`config.mk`:
```
export PLATFORM = sky130hd
export DESIGN_NAME = seven_segment_time_display_encoder_flat
export DESIGN_NICKNAME = d
export VERILOG_FILES = /design/src/rtl/ssd_pkg.sv /design/src/rtl/ssd_in_if.sv /design/src/rtl/ssd_out_if.sv /design/src/rtl/ssd_front.sv /design/src/rtl/ssd_fifo.sv /design/src/rtl/ssd_back.sv /design/src/rtl/seven_segment_time_display_encoder.sv /design/src/flat_wrapper.sv
export SDC_FILE = /design/constraint.sdc
export NUM_CORES = 1
export LEC_CHECK = 0
export BUFFER_PORTS_ARGS = -buffer_cell sky130_fd_sc_hd__buf_2
export CORE_UTILIZATION = 53
export CTS_CLUSTER_DIAMETER = 60
export DETAILED_ROUTE_END_ITERATION = 8
export GPL_TIMING_DRIVEN = 0
export PLACE_DENSITY = 0.72
export SLEW_MARGIN = 20
export SYNTH_ARGS = -nofsm -noshare
export SYNTH_HDL_FRONTEND = slang
export SYNTH_SLANG_ARGS = --single-unit
export TNS_END_PERCENT = 50
```
`constraint.sdc`:
```
create_clock -name clk -period 17.6 [get_ports clk]
set_clock_uncertainty 0.1 [all_clocks]
set_input_delay 0.88 -clock clk [delete_from_list [all_inputs] [get_ports clk]]
set_output_delay 0.88 -clock clk [all_outputs]
set_load 0.03 [all_outputs]
```
`src/rtl/ssd_pkg.sv`:
```
// ----------------------------------------------------------------------------
// ssd_pkg
// Shared types and constant tables for the seven-segment time display encoder.
// ----------------------------------------------------------------------------
package ssd_pkg;

  localparam int VALUE_W = 16;
  localparam int SAT_W   = 14;
  localparam int LINES_W = 48;

  localparam logic [SAT_W-1:0] VALUE_MAX = 14'd9999;

  // v / 100 == (v * 5243) >> 19 for every v up to 9999
  localparam logic [12:0] DIV100_MUL   = 13'd5243;
  localparam int          DIV100_SHIFT = 19;
  // x / 10 == (x * 205) >> 11 for every x up to 99
  localparam logic [7:0]  DIV10_MUL    = 8'd205;
  localparam int          DIV10_SHIFT  = 11;

  // front result: saturated value split into hundreds and remainder
  typedef struct packed {
    logic [6:0] hundreds;
    logic [6:0] rest;
    logic       colon_dot;
    logic       pm_on;
  } front_item_t;

  // one spot on the glass: bit {addr, com} of the flat line image
  typedef struct packed {
    logic       wired;
    logic [3:0] addr;
    logic [1:0] com;
  } glass_pos_t;

  // segments a..g in bits 0..6
  localparam logic [6:0] SEG_PATTERNS [10] = '{
    7'h3F, 7'h06, 7'h5B, 7'h4F, 7'h66, 7'h6D, 7'h7D, 7'h07, 7'h7F, 7'h6F
  };

  // [digit][segment a..g], digit 3 is the leftmost
  localparam glass_pos_t GLASS_MAP [4][7] = '{
    '{'{1'b1, 4'd10, 2'd3}, '{1'b1, 4'd10, 2'd2}, '{1'b1, 4'd10, 2'd1},
      '{1'b1, 4'd9, 2'd1},  '{1'b1, 4'd8, 2'd1},  '{1'b1, 4'd9, 2'd3},
      '{1'b1, 4'd9, 2'd2}},
    '{'{1'b1, 4'd8, 2'd2},  '{1'b1, 4'd7, 2'd3},  '{1'b1, 4'd7, 2'd1},
      '{1'b1, 4'd6, 2'd1},  '{1'b1, 4'd6, 2'd2},  '{1'b1, 4'd6, 2'd3},
      '{1'b1, 4'd7, 2'd2}},
    '{'{1'b1, 4'd4, 2'd3},  '{1'b1, 4'd5, 2'd2},  '{1'b1, 4'd5, 2'd1},
      '{1'b1, 4'd4, 2'd1},  '{1'b1, 4'd3, 2'd1},  '{1'b1, 4'd3, 2'd2},
      '{1'b1, 4'd4, 2'd2}},
    '{'{1'b0, 4'd0, 2'd0},  '{1'b1, 4'd2, 2'd2},  '{1'b1, 4'd2, 2'd1},
      '{1'b0, 4'd0, 2'd0},  '{1'b0, 4'd0, 2'd0},  '{1'b0, 4'd0, 2'd0},
      '{1'b1, 4'd1, 2'd2}}
  };

  localparam glass_pos_t COLON_POS = '{1'b1, 4'd8, 2'd3};
  localparam glass_pos_t PM_POS    = '{1'b1, 4'd3, 2'd3};

endpackage

```
`src/rtl/ssd_in_if.sv`:
```
// ----------------------------------------------------------------------------
// ssd_in_if
// Input channel: value to show with colon and pm flags.
// ----------------------------------------------------------------------------
interface ssd_in_if;
  logic                        valid;
  logic                        ready;
  logic [ssd_pkg::VALUE_W-1:0] value;
  logic                        colon_dot;
  logic                        pm_on;

  modport source (output valid, output value, output colon_dot, output pm_on,
                  input ready);
  modport sink   (input valid, input value, input colon_dot, input pm_on,
                  output ready);
endinterface

```
`src/rtl/ssd_out_if.sv`:
```
// ----------------------------------------------------------------------------
// ssd_out_if
// Result channel: six lcd memory bytes for lines 8 to 19.
// ----------------------------------------------------------------------------
interface ssd_out_if;
  logic       valid;
  logic       ready;
  logic [7:0] lines_8_9;
  logic [7:0] lines_10_11;
  logic [7:0] lines_12_13;
  logic [7:0] lines_14_15;
  logic [7:0] lines_16_17;
  logic [7:0] lines_18_19;

  modport source (output valid, output lines_8_9, output lines_10_11,
                  output lines_12_13, output lines_14_15, output lines_16_17,
                  output lines_18_19, input ready);
  modport sink   (input valid, input lines_8_9, input lines_10_11,
                  input lines_12_13, input lines_14_15, input lines_16_17,
                  input lines_18_19, output ready);
endinterface

```
`src/rtl/ssd_front.sv`:
```
// ----------------------------------------------------------------------------
// ssd_front
// Accepts items, saturates the value and splits it into hundreds and rest.
// ----------------------------------------------------------------------------
module ssd_front (
  input  logic                clk,
  input  logic                rst_n,
  ssd_in_if.sink              in_if,
  output logic                fr_valid,
  output ssd_pkg::front_item_t fr_item,
  input  logic                fr_ready
);

  logic                        vld_r;
  ssd_pkg::front_item_t        item_r;
  ssd_pkg::front_item_t        item_nxt;
  logic [ssd_pkg::SAT_W-1:0]   v_sat;
  logic [26:0]                 prod;
  logic [6:0]                  hund;
  logic [ssd_pkg::SAT_W-1:0]   hund_x100;
  logic [ssd_pkg::SAT_W-1:0]   rem;

  assign in_if.ready = !vld_r || fr_ready;

  always_comb begin
    if (in_if.value > 16'(ssd_pkg::VALUE_MAX)) begin
      v_sat = ssd_pkg::VALUE_MAX;
    end else begin
      v_sat = in_if.value[ssd_pkg::SAT_W-1:0];
    end
    prod      = 27'(v_sat) * 27'(ssd_pkg::DIV100_MUL);
    hund      = prod[ssd_pkg::DIV100_SHIFT +: 7];
    // x100 as shift-add
    hund_x100 = (14'(hund) << 6) + (14'(hund) << 5) + (14'(hund) << 2);
    rem       = v_sat - hund_x100;
    item_nxt.hundreds  = hund;
    item_nxt.rest      = rem[6:0];
    item_nxt.colon_dot = in_if.colon_dot;
    item_nxt.pm_on     = in_if.pm_on;
  end

  always_ff @(posedge clk) begin
    if (!rst_n) begin
      vld_r <= 1'b0;
    end else if (in_if.ready) begin
      vld_r <= in_if.valid;
    end
  end

  always_ff @(posedge clk) begin
    if (in_if.valid && in_if.ready) begin
      item_r <= item_nxt;
    end
  end

  assign fr_valid = vld_r;
  assign fr_item  = item_r;

endmodule

```
`src/rtl/ssd_fifo.sv`:
```
// ----------------------------------------------------------------------------
// ssd_fifo
// Short queue between the front and back parts.
// ----------------------------------------------------------------------------
module ssd_fifo #(
  parameter int DEPTH = 2
) (
  input  logic                 clk,
  input  logic                 rst_n,
  input  logic                 push_valid,
  output logic                 push_ready,
  input  ssd_pkg::front_item_t push_data,
  output logic                 pop_valid,
  input  logic                 pop_ready,
  output ssd_pkg::front_item_t pop_data
);

  localparam int PW = (DEPTH > 1) ? $clog2(DEPTH) : 1;
  localparam int CW = $clog2(DEPTH + 1);

  ssd_pkg::front_item_t mem_r [DEPTH];
  logic [PW-1:0]        wr_ptr_r;
  logic [PW-1:0]        wr_ptr_nxt;
  logic [PW-1:0]        rd_ptr_r;
  logic [PW-1:0]        rd_ptr_nxt;
  logic [CW-1:0]        count_r;
  logic [CW-1:0]        count_nxt;
  logic                 push;
  logic                 pop;

  assign push_ready = (count_r != CW'(DEPTH));
  assign pop_valid  = (count_r != '0);
  assign pop_data   = mem_r[rd_ptr_r];
  assign push       = push_valid && push_ready;
  assign pop        = pop_valid && pop_ready;

  always_comb begin
    wr_ptr_nxt = wr_ptr_r;
    rd_ptr_nxt = rd_ptr_r;
    count_nxt  = count_r;
    if (push) begin
      wr_ptr_nxt = (wr_ptr_r == PW'(DEPTH - 1)) ? '0 : wr_ptr_r + PW'(1);
    end
    if (pop) begin
      rd_ptr_nxt = (rd_ptr_r == PW'(DEPTH - 1)) ? '0 : rd_ptr_r + PW'(1);
    end
    case ({push, pop})
      2'b10:   count_nxt = count_r + CW'(1);
      2'b01:   count_nxt = count_r - CW'(1);
      default: count_nxt = count_r;
    endcase
  end

  always_ff @(posedge clk) begin
    if (!rst_n) begin
      wr_ptr_r <= '0;
      rd_ptr_r <= '0;
      count_r  <= '0;
    end else begin
      wr_ptr_r <= wr_ptr_nxt;
      rd_ptr_r <= rd_ptr_nxt;
      count_r  <= count_nxt;
    end
  end

  always_ff @(posedge clk) begin
    if (push) begin
      mem_r[wr_ptr_r] <= push_data;
    end
  end

endmodule

```
`src/rtl/ssd_back.sv`:
```
// ----------------------------------------------------------------------------
// ssd_back
// Splits into digits, blanks leading zeros, routes segments onto the glass.
// ----------------------------------------------------------------------------
module ssd_back (
  input  logic                 clk,
  input  logic                 rst_n,
  input  logic                 bk_valid,
  output logic                 bk_ready,
  input  ssd_pkg::front_item_t bk_item,
  ssd_out_if.source            out_if
);

  logic                          out_vld_r;
  logic [ssd_pkg::LINES_W-1:0]   lines_r;
  logic [ssd_pkg::LINES_W-1:0]   lines_nxt;
  logic [14:0]                   hi_prod;
  logic [14:0]                   lo_prod;
  logic [3:0]                    dig [4];
  logic [6:0]                    hi_tens;
  logic [6:0]                    lo_tens;
  logic [3:0]                    show;
  ssd_pkg::glass_pos_t           pos;

  assign bk_ready = !out_vld_r || out_if.ready;

  always_comb begin
    hi_prod = 15'(bk_item.hundreds) * 15'(ssd_pkg::DIV10_MUL);
    lo_prod = 15'(bk_item.rest) * 15'(ssd_pkg::DIV10_MUL);
    dig[3]  = hi_prod[ssd_pkg::DIV10_SHIFT +: 4];
    dig[1]  = lo_prod[ssd_pkg::DIV10_SHIFT +: 4];
    hi_tens = (7'(dig[3]) << 3) + (7'(dig[3]) << 1);
    lo_tens = (7'(dig[1]) << 3) + (7'(dig[1]) << 1);
    dig[2]  = 4'(bk_item.hundreds - hi_tens);
    dig[0]  = 4'(bk_item.rest - lo_tens);

    // leading zero blanking, right digit always shown
    show[3] = (dig[3] != '0);
    show[2] = show[3] || (dig[2] != '0);
    show[1] = show[2] || (dig[1] != '0);
    show[0] = 1'b1;

    lines_nxt = '0;
    for (int k = 0; k < 4; k++) begin
      for (int s = 0; s < 7; s++) begin
        pos = ssd_pkg::GLASS_MAP[k][s];
        if (pos.wired && show[k] && ssd_pkg::SEG_PATTERNS[dig[k]][s]) begin
          lines_nxt[{pos.addr, pos.com}] = 1'b1;
        end
      end
    end
    if (bk_item.colon_dot) begin
      lines_nxt[{ssd_pkg::COLON_POS.addr, ssd_pkg::COLON_POS.com}] = 1'b1;
    end
    if (bk_item.pm_on) begin
      lines_nxt[{ssd_pkg::PM_POS.addr, ssd_pkg::PM_POS.com}] = 1'b1;
    end
  end

  always_ff @(posedge clk) begin
    if (!rst_n) begin
      out_vld_r <= 1'b0;
    end else if (bk_ready) begin
      out_vld_r <= bk_valid;
    end
  end

  always_ff @(posedge clk) begin
    if (bk_valid && bk_ready) begin
      lines_r <= lines_nxt;
    end
  end

  assign out_if.valid       = out_vld_r;
  assign out_if.lines_8_9   = lines_r[7:0];
  assign out_if.lines_10_11 = lines_r[15:8];
  assign out_if.lines_12_13 = lines_r[23:16];
  assign out_if.lines_14_15 = lines_r[31:24];
  assign out_if.lines_16_17 = lines_r[39:32];
  assign out_if.lines_18_19 = lines_r[47:40];

endmodule

```
`src/rtl/seven_segment_time_display_encoder.sv`:
```
// ----------------------------------------------------------------------------
// seven_segment_time_display_encoder
// Four-digit value to lcd memory image for lines 8 to 19, with colon and pm.
// ----------------------------------------------------------------------------
//   channel  | dir | handshake     | payload
//   in_if    | in  | valid / ready | value[15:0], colon_dot, pm_on
//   out_if   | out | valid / ready | lines_8_9 .. lines_18_19, 8 bits each
//
// one item per cycle sustained while neither side stalls; a result passes
// the front register (loaded at accept), the queue, then the output register
// the divide-by-100 multiply in the front and the digit split in the back
// each take one register stage
// rst_n clears the valid flags, queue pointers and queue count only
// either side may stall; the queue of QUEUE_DEPTH entries absorbs it
// ----------------------------------------------------------------------------
module seven_segment_time_display_encoder #(
  parameter int QUEUE_DEPTH = 2
) (
  input  logic      clk,
  input  logic      rst_n,
  ssd_in_if.sink    in_if,
  ssd_out_if.source out_if
);

  logic                 fr_valid;
  logic                 fr_ready;
  ssd_pkg::front_item_t fr_item;
  logic                 bk_valid;
  logic                 bk_ready;
  ssd_pkg::front_item_t bk_item;

  ssd_front u_front (
    .clk      (clk),
    .rst_n    (rst_n),
    .in_if    (in_if),
    .fr_valid (fr_valid),
    .fr_item  (fr_item),
    .fr_ready (fr_ready)
  );

  ssd_fifo #(
    .DEPTH (QUEUE_DEPTH)
  ) u_fifo (
    .clk        (clk),
    .rst_n      (rst_n),
    .push_valid (fr_valid),
    .push_ready (fr_ready),
    .push_data  (fr_item),
    .pop_valid  (bk_valid),
    .pop_ready  (bk_ready),
    .pop_data   (bk_item)
  );

  ssd_back u_back (
    .clk      (clk),
    .rst_n    (rst_n),
    .bk_valid (bk_valid),
    .bk_ready (bk_ready),
    .bk_item  (bk_item),
    .out_if   (out_if)
  );

  // split of a saturated value stays in range
  a_split_range: assert property (@(posedge clk) disable iff (!rst_n)
    fr_valid |-> (fr_item.hundreds < 7'd100) && (fr_item.rest < 7'd100))
    else $error("front split out of range");

  // line 8 and line 19 are never driven
  a_unused_lines: assert property (@(posedge clk) disable iff (!rst_n)
    out_if.valid |-> (out_if.lines_8_9[3:0] == 4'h0) &&
                     (out_if.lines_18_19[7:4] == 4'h0))
    else $error("unused line lit");

  // common 0 is never used by the glass
  a_common0: assert property (@(posedge clk) disable iff (!rst_n)
    out_if.valid |-> ((out_if.lines_8_9 & 8'h11) == 8'h00) &&
                     ((out_if.lines_10_11 & 8'h11) == 8'h00) &&
                     ((out_if.lines_12_13 & 8'h11) == 8'h00) &&
                     ((out_if.lines_14_15 & 8'h11) == 8'h00) &&
                     ((out_if.lines_16_17 & 8'h11) == 8'h00) &&
                     ((out_if.lines_18_19 & 8'h11) == 8'h00))
    else $error("common 0 bit set");

  // nothing comes out right after reset
  a_reset_quiet: assert property (@(posedge clk)
    !rst_n |=> !out_if.valid && !bk_valid)
    else $error("valid after reset");

endmodule

```
`src/flat_wrapper.sv`:
```
// flat-port wrapper written by rule: the top's interface ports become plain ports
module seven_segment_time_display_encoder_flat 
#(
  parameter int QUEUE_DEPTH = 2
)
  (clk, rst_n, in_if_valid, in_if_value, in_if_colon_dot, in_if_pm_on, in_if_ready, out_if_valid, out_if_lines_8_9, out_if_lines_10_11, out_if_lines_12_13, out_if_lines_14_15, out_if_lines_16_17, out_if_lines_18_19, out_if_ready);
  ssd_in_if in_if_i ();
  ssd_out_if out_if_i ();
  input  logic clk;
  input  logic rst_n;
  input wire logic [$bits(in_if_i.valid)-1:0] in_if_valid;
  input wire logic [$bits(in_if_i.value)-1:0] in_if_value;
  input wire logic [$bits(in_if_i.colon_dot)-1:0] in_if_colon_dot;
  input wire logic [$bits(in_if_i.pm_on)-1:0] in_if_pm_on;
  output wire logic [$bits(in_if_i.ready)-1:0] in_if_ready;
  output wire logic [$bits(out_if_i.valid)-1:0] out_if_valid;
  output wire logic [$bits(out_if_i.lines_8_9)-1:0] out_if_lines_8_9;
  output wire logic [$bits(out_if_i.lines_10_11)-1:0] out_if_lines_10_11;
  output wire logic [$bits(out_if_i.lines_12_13)-1:0] out_if_lines_12_13;
  output wire logic [$bits(out_if_i.lines_14_15)-1:0] out_if_lines_14_15;
  output wire logic [$bits(out_if_i.lines_16_17)-1:0] out_if_lines_16_17;
  output wire logic [$bits(out_if_i.lines_18_19)-1:0] out_if_lines_18_19;
  input wire logic [$bits(out_if_i.ready)-1:0] out_if_ready;
  assign in_if_i.valid = in_if_valid;
  assign in_if_i.value = in_if_value;
  assign in_if_i.colon_dot = in_if_colon_dot;
  assign in_if_i.pm_on = in_if_pm_on;
  assign in_if_ready = in_if_i.ready;
  assign out_if_valid = out_if_i.valid;
  assign out_if_lines_8_9 = out_if_i.lines_8_9;
  assign out_if_lines_10_11 = out_if_i.lines_10_11;
  assign out_if_lines_12_13 = out_if_i.lines_12_13;
  assign out_if_lines_14_15 = out_if_i.lines_14_15;
  assign out_if_lines_16_17 = out_if_i.lines_16_17;
  assign out_if_lines_18_19 = out_if_i.lines_18_19;
  assign out_if_i.ready = out_if_ready;
  seven_segment_time_display_encoder #(.QUEUE_DEPTH(QUEUE_DEPTH)) u_core (.clk(clk), .rst_n(rst_n), .in_if(in_if_i), .out_if(out_if_i));
endmodule
```
==> out/results.tsv <==
metric	value	unit
critical_path.slowest_cell	fa_1	
fin_crit_sh	54.1	%
rsz0062_at_grt	no	
drv_slew	0	
cp-start-kind	primary input	
num_vias	5846	
synth_top_area_share	26.2	%
drt-total-wl	15800	microns
synth_edf_count	74	
cts_tree	yes	
cts_root_buffer	clkbuf_16	
dp_hpwl	13500	microns
numCtsBuffers	9	
critical_path_class	in -> reg	
arrival	9.49	ns
die_h	132	microns
fp.dieW	132	microns
ys_seq_area_share	26.2	%
tightest_slew	0.865	ns
synthesis.area	9010	sq um
fmax	105	MHz
clkLatencyLatePin	0.33	ns
cts_buffer_depth	2	
cp_common_cell	xnor2_1	
drv_cap	0	
finalHoldViolCount	0	
synth_top_area_cell	ha_1	
rows	47	
viasPerCell	5.13	
grt_pass1_wl	27000	microns
clkSlewWorstSetupHoldPaths	0.06	ns
grt_overflow	0	
yosysUniqueCellTypes	63	
numClockSinks	81	
grt_pass1_vias	5874	
ys_warn_count	0	
place_area	9600	sq um
wire_per_inst	13.8	microns
io-pin-count	72	
synth_flop_cell	edfxtp_1	
setup_violations	0	
ctsHoldBuffers	0	
antenna_found_initial	0	
hold_path_class	reg -> reg	
relSlewSlack	42.3	%
final_area	9890	sq um
drt_pass1_iterations	4	
ctsResizeCount	0	
cts_setup_buffers	0	
antenna_left	0	
port_buffers	44	
drtIter0Drc	146	
crit_fanout	10	
cts_max_level	3	
cp_slowest_stage_delay	0.54	ns
synthCells	837	
ys_ff_latch	81	
nNetsFinal	1191	
area_growth	9.80	%
fillers	1397	
synth_area_leaders	ha_1 26%, edfxtp_1 25%, fa_1 15%	
start_util	54.3	%
final_core_util	59.7	%
num_antenna_cells	0	
core_area	16600	sq um
synth_area_per_cell	10.8	sq um
final.setup.tns	0	ns
async_flop_share	0	%
track_usage	19.2	%
status	complete, no violations	
drc_errors	0	
drive_above_1_share	11.6	%
grt_max_degree	29	
crit_path_end_kind	register	
fp.dieArea	17500	sq um
gp_congestion	0.845	
required	17.57	ns
final.min_clock_period	9.52	ns
-- layer usage --
metal / global-route usage, % / share of wire [%] / routed length (microns)
met1: 24.1 / 45 / 7100
met5: 0 / 0 / 0
met3: 1.92 / 2.2 / 342
met2: 35.9 / 52 / 8230
met4: 3.07 / 0.63 / 100
-- sequential cells by signal, summed over array words and instances (netlist names), named ones only --
name and flops:
u_core.u_back.lines_r 26, u_core.u_back.out_if.valid 1, u_core.u_fifo.wr_ptr_r 1, u_core.u_front.fr_valid 1, u_core.u_front.fr_item 16, u_core.u_fifo.count_r 2
u_core.u_fifo.mem_r 32, u_core.u_fifo.rd_ptr_r 1
-- logic make-up (layout without fill, tap and decap cells) --
logic type	after synthesis	count (layout)	share of synthesized area, %
buffers and inverters	178	238	8.62
and+or+nand+nor	148	148	8.53
AOI/OAI and AO/OA	99	99	7.60
xor gates and xnor gates	55	55	5.65
muxes	20	20	2.43
DFF	81	81	26.2
adders and majority gates	255	255	40.9
other	1	23	0.0416
-- layout by cell type (no fill, tap or decap), types with 23 or more instances in the layout --
master    count
a21oi_1      24
nor2_1       24
ha_1        189
nand2_1      40
inv_1       139
fa_1         66
buf_2        44
edfxtp_1     74
xnor2_1      46
conb_1       23
buf_4        23
-- layout make-up --
cell class                      count  area (sq um)  share of cell area (%)
Tap cell                          220           275                    2.78
Buffer                             39           255                    2.58
Sequential cell                    81          2360                    23.9
Multi-Input combinational cell    600          5960                    60.3
Inverter                          139           522                    5.27
Timing Repair Buffer               44           220                    2.23
Clock buffer                       10           250                    2.53
Clock inverter                      6          45.0                   0.455
-- worst paths after layout --
check | start | end | slack [ns] | cells past startpoint
setup / recovery | in_if_value[13] | u_core.u_front.fr_item[8]$_DFFE_PP_ | 8.08 | 35
hold / removal | u_core.u_front.fr_item[13]$_DFFE_PP_ | u_core.u_fifo.mem_r[1][13]$_DFFE_PP_ | 0.35 | 0
setup reg to reg | register | u_core.u_back.lines_r[25]$_DFFE_PP_ | 10.52 | 24
hold reg to reg | u_core.u_front.fr_item[13]$_DFFE_PP_ | u_core.u_fifo.mem_r[1][13]$_DFFE_PP_ | 0.35 | 0
-- metrics by stage --
stage / std cells / hold WS, ns / worst slack (ns)
5_1_grt: 1139 / 0.357 / 7.57
4_1_cts: 1139 / 0.347 / 8.03
2_1_floorplan: 859 / 0.321 / 9.12
3_5_place_dp: 1123 / 0.333 / 7.70
6_report: 1139 / 0.348 / 8.08
3_3_place_gp: 1123 / 0.323 / 7.83
-- worst max-delay path, delay by kind of cell --
family                   cells  cell delay, ns
XOR/XNOR                     7            1.20
AO/OA/AOI/OAI                6            1.49
AND/OR/NAND/NOR              6            1.12
buffers and inverters        8            1.63
adder cells (fa/ha/maj)      8            3.13
-- Yosys cell counts (all sizes together) (5+ instances only) --
library cell  count
a211oi            6
a21o             16
a21oi            24
a31oi             6
and2             14
and3             10
buf              27
clkbuf           12
dfxtp             7
edfxtp           74
fa               66
ha              189
inv             139
mux2              9
mux2i            11
nand2            41
nand2b           14
nand3             8
nand4             5
nor2             26
o21ai            17
or2               8
xnor2            46
xor2              7
Power is not shown: default switching activity piles up to over one toggle a cycle in this logic, so the estimate is an artifact.
